==> config.mk <==
export PLATFORM = sky130hd
export DESIGN_NAME = bdpc_ctrl
export DESIGN_NICKNAME = d
export VERILOG_FILES = /design/src/hdl/bdpc_pkg.sv /design/src/hdl/bdpc_ctrl.sv
export SDC_FILE = /design/constraint.sdc
export NUM_CORES = 1
export LEC_CHECK = 0
export ABC_CLOCK_PERIOD_IN_PS = 1100
export BUFFER_PORTS_ARGS = -buffer_cell sky130_fd_sc_hd__buf_2
export CAP_MARGIN = 20
export CELL_PAD_IN_SITES_DETAIL_PLACEMENT = 0
export CELL_PAD_IN_SITES_GLOBAL_PLACEMENT = 1
export CORE_MARGIN = 3
export CORE_UTILIZATION = 24
export CTS_CLUSTER_SIZE = 30
export DETAILED_ROUTE_END_ITERATION = 10
export PLACE_DENSITY = 0.82
export SETUP_SLACK_MARGIN = 0.4
export SLEW_MARGIN = 20
export SYNTH_ARGS = -nofsm -noshare
export SYNTH_HDL_FRONTEND = slang
export SYNTH_SLANG_ARGS = --single-unit
==> constraint.sdc <==
create_clock -name clk -period 1.1 [get_ports clk]
set_input_delay 0 -clock clk [delete_from_list [all_inputs] [get_ports clk]]
set_output_delay 0 -clock clk [all_outputs]
set_load 0.005 [all_outputs]
==> src/hdl/bdpc_pkg.sv <==
// shared types and constants of the box distance point clustering block
`timescale 1ns / 1ps
`default_nettype none
package bdpc_pkg;

  localparam int CFG_IDX_W = 4;
  localparam int CFG_DATA_W = 16;

  localparam logic [CFG_IDX_W-1:0] CFG_SAMP_RADIUS = 4'd0;
  localparam logic [CFG_IDX_W-1:0] CFG_LINE_RADIUS = 4'd1;
  localparam logic [CFG_IDX_W-1:0] CFG_PIX_EN      = 4'd2;
  localparam logic [CFG_IDX_W-1:0] CFG_GEO_EN      = 4'd3;

  localparam logic REQ_LOAD = 1'b0;
  localparam logic REQ_READ = 1'b1;

  typedef struct packed {
    logic               req_type;
    logic signed [31:0] samp_coord;
    logic signed [31:0] line_coord;
    logic signed [31:0] lon_coord;
    logic signed [31:0] lat_coord;
    logic               last_point;
    logic [9:0]         point_index;
  } in_item_t;

  typedef struct packed {
    logic [10:0]        cluster_id;
    logic signed [31:0] samp_centroid;
    logic signed [31:0] line_centroid;
    logic signed [31:0] lon_centroid;
    logic signed [31:0] lat_centroid;
    logic [10:0]        cluster_total;
    logic               index_invalid;
    logic               load_overflow;
  } out_item_t;

  typedef struct packed {
    logic load;
    logic read_start;
    logic cl_init;
    logic head_issue;
    logic head_open;
    logic head_skip;
    logic scan_issue;
    logic scan_eval;
    logic save;
    logic id_cap;
    logic sum_cap;
    logic div_start;
    logic div_cap;
    logic res_load;
  } dp_cmd_t;

  typedef struct packed {
    logic i_end;
    logic j_end;
    logic head_free;
    logic rd_bad;
    logic div_done;
    logic k_last;
    logic out_free;
  } dp_stat_t;

endpackage
`default_nettype wire

==> src/hdl/bdpc_ctrl.sv <==
// controller state machine for loading, clustering and reading
`timescale 1ns / 1ps
`default_nettype none
module bdpc_ctrl (
  input  wire logic               clk,
  input  wire logic               rst_n,
  input  wire logic               in_valid,
  input  wire logic               in_req,
  input  wire logic               in_last,
  output logic                    in_stall,
  input  wire bdpc_pkg::dp_stat_t stat,
  output bdpc_pkg::dp_cmd_t       cmd
);
  import bdpc_pkg::*;

  typedef enum logic [3:0] {
    S_IDLE, S_HEAD_RD, S_HEAD_EV, S_SCAN_RD, S_SCAN_EV, S_SAVE,
    S_ID_EV, S_SUM_RD, S_SUM_EV, S_DIV_GO, S_DIV_WAIT, S_DONE
  } state_t;

  state_t state_r, state_nxt;

  assign in_stall = (state_r != S_IDLE);

  always_comb begin
    cmd = '0;
    state_nxt = state_r;
    case (state_r)
      S_IDLE: begin
        if (in_valid) begin
          if (in_req == REQ_READ) begin
            cmd.read_start = 1'b1;
            state_nxt = S_ID_EV;
          end else begin
            cmd.load = 1'b1;
            if (in_last) begin
              cmd.cl_init = 1'b1;
              state_nxt = S_HEAD_RD;
            end
          end
        end
      end
      S_HEAD_RD: begin
        if (stat.i_end) begin
          state_nxt = S_IDLE;
        end else begin
          cmd.head_issue = 1'b1;
          state_nxt = S_HEAD_EV;
        end
      end
      S_HEAD_EV: begin
        if (stat.head_free) begin
          cmd.head_open = 1'b1;
          state_nxt = S_SCAN_RD;
        end else begin
          cmd.head_skip = 1'b1;
          state_nxt = S_HEAD_RD;
        end
      end
      S_SCAN_RD: begin
        if (stat.j_end) begin
          state_nxt = S_SAVE;
        end else begin
          cmd.scan_issue = 1'b1;
          state_nxt = S_SCAN_EV;
        end
      end
      S_SCAN_EV: begin
        cmd.scan_eval = 1'b1;
        state_nxt = S_SCAN_RD;
      end
      S_SAVE: begin
        cmd.save = 1'b1;
        state_nxt = S_HEAD_RD;
      end
      S_ID_EV: begin
        cmd.id_cap = 1'b1;
        state_nxt = stat.rd_bad ? S_DONE : S_SUM_RD;
      end
      S_SUM_RD: begin
        state_nxt = S_SUM_EV;
      end
      S_SUM_EV: begin
        cmd.sum_cap = 1'b1;
        state_nxt = S_DIV_GO;
      end
      S_DIV_GO: begin
        cmd.div_start = 1'b1;
        state_nxt = S_DIV_WAIT;
      end
      S_DIV_WAIT: begin
        if (stat.div_done) begin
          cmd.div_cap = 1'b1;
          state_nxt = stat.k_last ? S_DONE : S_DIV_GO;
        end
      end
      S_DONE: begin
        if (stat.out_free) begin
          cmd.res_load = 1'b1;
          state_nxt = S_IDLE;
        end
      end
      default: begin
        state_nxt = S_IDLE;
      end
    endcase
  end

  always_ff @(posedge clk) begin
    if (!rst_n) begin
      state_r <= S_IDLE;
    end else begin
      state_r <= state_nxt;
    end
  end
endmodule
`default_nettype wire

==> summary.txt, run 1 <==
global-route wire length before repair: 3084 um
flop2flop setup slack: -0.26 ns
Tot GR Track Use: 16.14%
vias post-DR: 684
fmax: 737.0 MHz
Async SR Flop Fraction: 0%
routed len/inst: 13.64 um
hold depth: 3
Hold Path Sink: state_r[1]$_SDFFE_PN0P_
1st-pass router iterations: 2
Remaining DRCs: 0
Commonest cells post-synth: 6 x nand2_1, 6 x nor3_1, 5 x a21oi_1, 5 x nor2_1, 4 x dfxtp_1
status: finished with violations
Clk pin slew, worst setup/hold paths: 0.04 ns
core area: 1629 um2
r2r worst-path depth: 6
pin count of the biggest net entering global routing: 9
worst path arrival time: 1.53 ns
CTS root buf: clkbuf_4
maximum fanout along the worst path: 4
Gate Count Post-Synth: 64
Chip Width: 49.02 um
maximum vdd drop: 0.8155 mV
row count: 14
Largest regs: state_r x4
Max Cap Viol: 0
final hold slack: 0.03282 ns
post-synth cell types: 31
Largest register FFs: 4
Final Cycle Share: 123.3%
worst-margin pin slew: 0.2583 ns
Max Transition Viols Final: 0
Most used DFF post-synth: dfxtp_1
largest area contributor in the netlist: dfxtp_1
I/O pin total: 27
GPL Wtd Cong: 0.7826
worst min path class: in -> reg
die area: 2403 um2
DP HPWL: 1188 um
Routed Wire Length: 1923 um
post-synth top area share: 18.03%
hold buffer count at cts: 0
CP required: 1.27 ns
Worst Path Class, Setup: reg -> reg
Cell Chain, Critical Path: buf_4 -> buf_6 -> or3b_4 -> a21oi_2 -> a31oi_1 -> nor3_2
CTS tree: built
I/O Buffers: 26
Die Y: 49.02 um
vias in the first global route: 672
Final nets: 130
CP Launch Type: flop
layout cell share with drive strength beyond 1: 80.34%
#FFs+latches synth: 4
DRT antenna net count: 0
final worst slack: -0.2568 ns
Slew Limit Headroom: 82.65%
crit path buf inv count: 2
total grt overflow: 0
Final Non-Filler Cells: 141
r2r endpoint: state_r[2]$_SDFFE_PN0P_
RSZ-0062 raised after global routing: true
Finished Cell Area: 1114 um2
H-tree depth: 1
syn_nets: 76
Slowest-stage cell, CP: or3b_4
Seq/Total Area, Yosys: 18.03%
average size of a mapped cell: 6.940 um2
Starting Density: 27.27%
synth-to-layout area growth: 150.7%
initial antenna violation count: 0
Iter 0 DRT Violations: 3
placed cell count: 124
Synth area leaders: dfxtp_1 18%, nor3_1 6.8%, a21oi_1 5.6%
Hold Fails Final Rpt: 0
synthesized cell area: 444.2 um2
Setup-failing EPs final: 19
diode count: 0
Clk Latency, worst-skew pair: 0.24 ns
failing checks: setup timing
total power: 1394 uW
CTS Buf Count: 3
Lkg Pwr: 0.0005014 uW
crit end category: flop
CTS sink count: 4
Largest Register: state_r
R2R Path Start: state_r[1]$_SDFFE_PN0P_
Worst path top cell family by delay: simple AND/OR/NAND/NOR gates
via/cell ratio: 4.851
clock buffer depth: 2
CP max stage delay: 0.38 ns
placed standard-cell area: 734.5 um2
Post-synth EDFFs: 0
Ys Warns: 0
Hold Path Origin: rst_n
Pwr Density: 1252 nW/um2
worst clock skew: 0.006758 ns
final worst path period need: 1.357 ns
==> where the power goes <==
group	internal, uW	switching, uW	total (uW)	leakage, uW
combinational	534	421	955	0.000451
sequential	177	53.0	230	0.0000356
clock	137	72.8	210	0.0000150
total	848	547	1390	0.000501
==> logic make-up (layout without fill, tap and decap cells) <==
| logic type | Yosys count | after routing | synth area share (%) |
|---|---|---|---|
| buffers and inverters | 7 | 60 | 8.168 |
| DFF | 4 | 4 | 18.03 |
| and+or+nand+nor | 39 | 39 | 52.96 |
| AOI/OAI and AO/OA | 14 | 14 | 20.85 |
==> metrics by stage <==
stage | utilization [%] | setup TNS (ns) | worst slack [ns]
2_1_floorplan | - | 0 | 0.02690
3_3_place_gp | 45.08 | -0.04155 | -0.02301
3_5_place_dp | 45.08 | -0.07226 | -0.04531
4_1_cts | 57.68 | -2.166 | -0.2395
5_1_grt | 68.36 | -4.209 | -0.3362
6_report | 68.36 | -3.058 | -0.2568
==> final cells by class <==
type | count | area, um2
repair buffers | 53 | 414.1
inverters | 3 | 13.76
multi-input cells | 53 | 534.3
clock buffers | 4 | 26.28
flip-flops and latches | 4 | 95.09
fillers | 131 | 515.5
well taps | 24 | 30.03
==> worst max-delay path by stage <==
| stage | startpoint | to | slack (ns) | cells past startpoint |
|---|---|---|---|---|
| 2_1_floorplan | state_r[2]$_SDFFE_PN0P_ | state_r[0]$_SDFFE_PN0P_ | 0.03 | 5 |
| 3_3_place_gp | state_r[1]$_SDFFE_PN0P_ | state_r[1]$_SDFFE_PN0P_ | -0.02 | 5 |
| 3_5_place_dp | state_r[3]$_SDFFE_PN0P_ | state_r[0]$_SDFFE_PN0P_ | -0.05 | 5 |
| 4_1_cts | state_r[1]$_SDFFE_PN0P_ | cmd[11] | -0.24 | 5 |
| 5_1_grt | state_r[1]$_SDFFE_PN0P_ | cmd[11] | -0.34 | 5 |
| 6_report | state_r[1]$_SDFFE_PN0P_ | state_r[2]$_SDFFE_PN0P_ | -0.26 | 6 |
==> placed cells by master, fill, tap and decap left out, types with 4 or more instances in the layout <==
cell type  Yosys  routed
buf_2          2      24
buf_4          2      12
buf_6          0      15
dfxtp_4        0       4
nand2b_4       1       4
nor3_2         1       5
==> worst min-delay path: stages <==
cell and delay (ns):
buf_2 0.13, nand2_1 0.06, o21ai_1 0.05
==> what timing repair did <==
action / in CTS / in global routing
resized for setup: 31 / 26
setup buffers: 7 / 6
endpoints found under the setup margin: 19 / 19
pin swaps: 6 / 8
==> layer usage <==
metal	GRT usage, %	part of all wire, %	wire (um)	vias to the layer above
met5	0	0	0	-
met4	4.265	0.62	12	0
met3	3.058	4.8	93	2
met2	30.09	52	1009	18
met1	18.50	42	809	322
li1	-	-	-	342
No activity file was read; power rests on OpenSTA's default activity.
==> run 2, diff against run 1 <==
Settings changed: CORE_MARGIN 3 to 1.
==> summary.txt, run 2 (synthesis gave the netlist of run 1 again) <==
H-tree depth: 1 (unchanged)
CTS root buf: clkbuf_4
clock buffer depth: 2 (unchanged)
failing checks: setup timing
Largest regs: state_r x4
Setup Total Neg Slack: -3.157 ns (-0.09847 ns)
initial antenna violation count: 0 (unchanged)
worst min path class: in -> reg
Routed Wire Length: 1927 um (+0.21%)
Multi-input gate area: 523.0 um2 (-2.1%)
routed len/inst: 13.48 um (-1.2%)
DP HPWL: 1102 um (-7.2%)
Remaining DRCs: 0 (unchanged)
Chip Width: 45.02 um (-8.2%)
Lkg Pwr: 0.0004865 uW (-3.0%)
maximum vdd drop: 0.6845 mV (-16%)
Finished Cell Area: 1114 um2 (unchanged)
status: finished with violations
crit end category: primary output
total power: 1358 uW (-2.6%)
Fill cells: 135 (+3.1%)
Max Cap Viol: 0 (unchanged)
I/O Buffers: 26 (unchanged)
I/O pin total: 27 (unchanged)
via/cell ratio: 4.923 (+1.5%)
CP Launch Type: flop
worst clock skew: 0.007775 ns (+0.001017 ns)
Largest register FFs: 4 (unchanged)
most frequent cells in the layout: 26 x buf_2, 13 x buf_4, 11 x buf_6
placed cell count: 125 (+0.81%)
CTS sink count: 4 (unchanged)
core area: 1727 um2 (+6.0%)
synth-to-layout area growth: 150.7% (unchanged)
diode count: 0 (unchanged)
sequential standard cell area: 95.09 um2 (unchanged)
most common cell after layout, fill and taps aside: buf_2
Clk Latency, worst-skew pair: 0.25 ns (about the same)
Final Cycle Share: 124.0% (+0.64 points)
die area: 2027 um2 (-16%)
Final nets: 131 (+0.77%)
worst-margin pin slew: 0.2799 ns (+0.02163 ns)
CP required: 1.10 ns (-0.17 ns)
GPL Wtd Cong: 0.7469 (-4.6%)
placed standard-cell area: 760.7 um2 (+3.6%)
Slew Limit Headroom: 81.20% (-1.5 points)
Pwr Density: 1220 nW/um2 (-2.6%)
Largest Register: state_r
layout cell share with drive strength beyond 1: 78.81% (-1.5 points)
pin count of the biggest net entering global routing: 10 (+1)
RSZ-0062 raised after global routing: true
vias post-DR: 704 (+2.9%)
Clk pin slew, worst setup/hold paths: 0.04 ns (about the same)
Tot GR Track Use: 19.24% (+3.1 points)
1st-pass router iterations: 4 (+2)
row count: 15 (+1)
Hold Fails Final Rpt: 0 (unchanged)
Worst Path Class, Setup: reg -> out
Final Non-Filler Cells: 143 (+1.4%)
final worst path period need: 1.364 ns (+0.007081 ns)
final hold slack: 0.02268 ns (-0.01013 ns)
Max Transition Viols Final: 0 (unchanged)
global-route wire length before repair: 2773 um (-10%)
Die Y: 45.02 um (-8.2%)
worst path arrival time: 1.36 ns (-0.17 ns)
maximum fanout along the worst path: 4 (unchanged)
Setup-failing EPs final: 19 (unchanged)
final worst slack: -0.2639 ns (-0.007081 ns)
vias in the first global route: 630 (-6.3%)
Starting Density: 25.72% (-1.5 points)
Iter 0 DRT Violations: 18 (+15)
CTS tree: built
CTS Buf Count: 3 (unchanged)
fmax: 733.2 MHz (-0.52%)
DRT antenna net count: 0 (unchanged)
total grt overflow: 0 (unchanged)
==> run 2: changes by cell type in the layout (fill, tap and decap cells not counted), sizes merged <==
cell / before / now
buf: 53 / 54
==> run 2: report_power, final <==
| part | internal [uW] | switching (uW) | leakage (uW) |
|---|---|---|---|
| clock network | 137 | 69.4 | 0.0000150 |
| logic | 508 | 421 | 0.000436 |
| registers | 177 | 46.5 | 0.0000356 |
| total | 821 | 537 | 0.000486 |
==> run 2: per-layer routing <==
layer / up-vias / global-route usage, % / part of all wire, %
li1: 341 / - / -
met1: 323 / 22.87 / 40
met2: 30 / 30.72 / 51
met3: 10 / 4.000 / 4.2
met4: 0 / 13.33 / 5.0
met5: - / 0 / 0
==> run 2: worst paths after layout <==
path                                               from                       to  slack, ns  cells after the start
worst max-delay path            state_r[1]$_SDFFE_PN0P_                  cmd[11]      -0.26                      5
worst min-delay path                              rst_n  state_r[3]$_SDFFE_PN0P_       0.02                      2
worst max register to register  state_r[1]$_SDFFE_PN0P_  state_r[2]$_SDFFE_PN0P_      -0.22                      5
worst min register to register  state_r[3]$_SDFFE_PN0P_  state_r[2]$_SDFFE_PN0P_       0.56                      2
==> run 2: per-stage QoR <==
stage | utilization (%) | worst slack, ns
floorplan | - | 0.02690
global placement | 44.06 | -0.03224
detailed placement | 44.06 | -0.06788
CTS | 57.03 | -0.2603
global route | 64.49 | -0.3303
finish | 64.49 | -0.2639
==> run 2: worst max-delay path, cell delays in order (launching register included) <==
cell	delay [ns]
dfxtp_4	0.36
nor4_4	0.33
nand2_1	0.10
nor2_2	0.10
and2_1	0.12
buf_2	0.10
==> run 2: final cells by class <==
type | count | share of cell area, %
Inverter | 3 | 1.011
Sequential cell | 4 | 8.539
Multi-Input combinational cell | 53 | 46.97
Clock buffer | 4 | 2.360
Tap cell | 25 | 2.809
Timing Repair Buffer | 54 | 38.31
==> run 2: timing repair <==
action                                  in CTS  in global routing
gates cloned                                 0                  0
gates resized for setup                     33                 15
hold buffers                                 0                  0
endpoints found under the setup margin      19                 19
hold endpoints to repair                     0                  0
pin swaps                                    9                  5
buffers inserted                             8                  6
==> run 3, diff against run 2 <==
Settings changed: REMOVE_ABC_BUFFERS set to 1.
==> summary.txt, run 3 (synthesis gave the netlist of run 1 again) <==
status: finished with violations
failing checks: setup timing
Lkg Pwr: 0.0005002 uW (+2.8%)
Setup WS pre-CTS: -0.1698 ns (-0.1019 ns)
final worst path period need: 1.385 ns (+0.02124 ns)
worst-margin pin slew: 0.2061 ns (-0.07380 ns)
vias in the first global route: 577 (-8.4%)
crit path buf inv count: 4 (+3)
I/O Buffers: 26 (unchanged)
crit end category: primary output
Clk pin slew, worst setup/hold paths: 0.04 ns (about the same)
most common cell after layout, fill and taps aside: buf_2
core area: 1727 um2 (unchanged)
CTS Buf Count: 3 (unchanged)
fmax: 722.0 MHz (-1.5%)
Max Transition Viols Final: 0 (unchanged)
total grt overflow: 0 (unchanged)
CTS root buf: clkbuf_4
Clk Latency, worst-skew pair: 0.23 ns (-0.02 ns)
worst clock skew: 0.004789 ns (-0.002985 ns)
GR peak layer: met2
CP required: 1.10 ns (about the same)
Worst path top cell family by delay: buffers and inverters
hold buffer count at cts: 0 (unchanged)
Largest register FFs: 4 (unchanged)
Remaining DRCs: 0 (unchanged)
Routed Wire Length: 1849 um (-4.0%)
layout cell share with drive strength beyond 1: 80.00% (+1.2 points)
die area: 2027 um2 (unchanged)
CTS tree: built
pin count of the biggest net entering global routing: 12 (+2)
Pwr Density: 1181 nW/um2 (-3.2%)
Largest Register: state_r
worst path arrival time: 1.39 ns (+0.03 ns)
Chip Width: 45.02 um (unchanged)
Worst Path Class, Setup: reg -> out
diode count: 0 (unchanged)
final worst slack: -0.2851 ns (-0.02124 ns)
Hold Fails Final Rpt: 0 (unchanged)
H-tree depth: 1 (unchanged)
Util after Layout: 62.46% (-2.0 points)
met3 Resource Use GR: 1.200% (-2.8 points)
DRT antenna net count: 0 (unchanged)
CTS sink count: 4 (unchanged)
Tot GR Track Use: 16.33% (-2.9 points)
Iter 0 DRT Violations: 5 (-13)
via/cell ratio: 4.931 (+0.16%)
worst min path class: in -> reg
Slowest-stage cell, CP: dfxtp_4
maximum fanout along the worst path: 3 (-1)
CP max stage delay: 0.35 ns (about the same)
Final Cycle Share: 125.9% (+1.9 points)
synth-to-layout area growth: 142.8%
I/O pin total: 27 (unchanged)
vias post-DR: 715 (+1.6%)
Die Y: 45.02 um (unchanged)
Largest regs: state_r x4
most frequent cells in the layout: 25 x buf_2, 20 x buf_4, 10 x buf_6
global-route wire length before repair: 2415 um (-13%)
1st-pass router iterations: 4 (unchanged)
clock buffer depth: 2 (unchanged)
Crit path top cell by count: buf_4
met1 usage: 18.00% (-4.9 points)
Starting Density: 25.72% (unchanged)
row count: 15 (unchanged)
Final nets: 134 (+2.3%)
Cell Chain, Critical Path: buf_4 -> buf_6 -> buf_4 -> nor4_2 -> buf_2
Slew Limit Headroom: 86.16% (+5.0 points)
GPL Wtd Cong: 0.7824 (+4.8%)
CP Launch Type: flop
Setup Total Neg Slack: -3.806 ns (-0.6493 ns)
RSZ-0062 raised after global routing: true
routed len/inst: 12.75 um (-5.4%)
Max Cap Viol: 0 (unchanged)
initial antenna violation count: 0 (unchanged)
Setup-failing EPs final: 19 (unchanged)
met2 usage: 30.43% (-0.29 points)
maximum vdd drop: 0.6451 mV (-5.8%)
DP HPWL: 1086 um (-1.5%)
Fill cells: 151 (+12%)
==> run 3: report_power, final <==
part / internal, uW / total (uW) / switching (uW)
clock: 122 / 181 / 59.5
combinational: 498 / 868 / 370
sequential: 177 / 224 / 47.4
total: 797 / 1270 / 477
==> run 3: metrics by stage <==
step	power [uW]	cell area (um2)	instances	hold slack, ns
floorplan	443.1	419.2	60	0.03412
global placement	702.6	715.7	129	0.2324
detailed placement	711.5	715.7	129	0.2345
CTS	1076	899.6	138	0.02961
global route	1354	1079	145	0.03664
finish	1274	1079	145	0.04114
==> run 3: layout make-up <==
type                    instances  area [um2]  area share (%)
multi-input cells              53       490.5           45.48
repair buffers                 57       427.9           39.68
flip-flops and latches          4       95.09           8.817
well taps                      25       31.28           2.900
clock buffers                   3       22.52           2.088
inverters                       3       11.26           1.044
==> run 3: repair_timing <==
item                                    CTS  global route
pin swaps                                 9            15
setup buffers                             6             6
endpoints found under the setup margin   19            19
gates cloned                              0             1
resized for setup                        30            23
==> run 3: routing by layer <==
metal,vias up,routed length [um]
met4,0,33
met3,4,72
met2,20,1049
met5,-,0
met1,343,694
li1,348,-
==> run 3: worst paths after layout <==
kind                                              start                       to  slack, ns  cells after the start
worst max-delay path            state_r[3]$_SDFFE_PN0P_                   cmd[7]      -0.29                      5
worst min-delay path                              rst_n  state_r[3]$_SDFFE_PN0P_       0.04                      2
worst max register to register  state_r[3]$_SDFFE_PN0P_  state_r[1]$_SDFFE_PN0P_      -0.22                      8
worst min register to register  state_r[3]$_SDFFE_PN0P_  state_r[2]$_SDFFE_PN0P_       0.56                      2
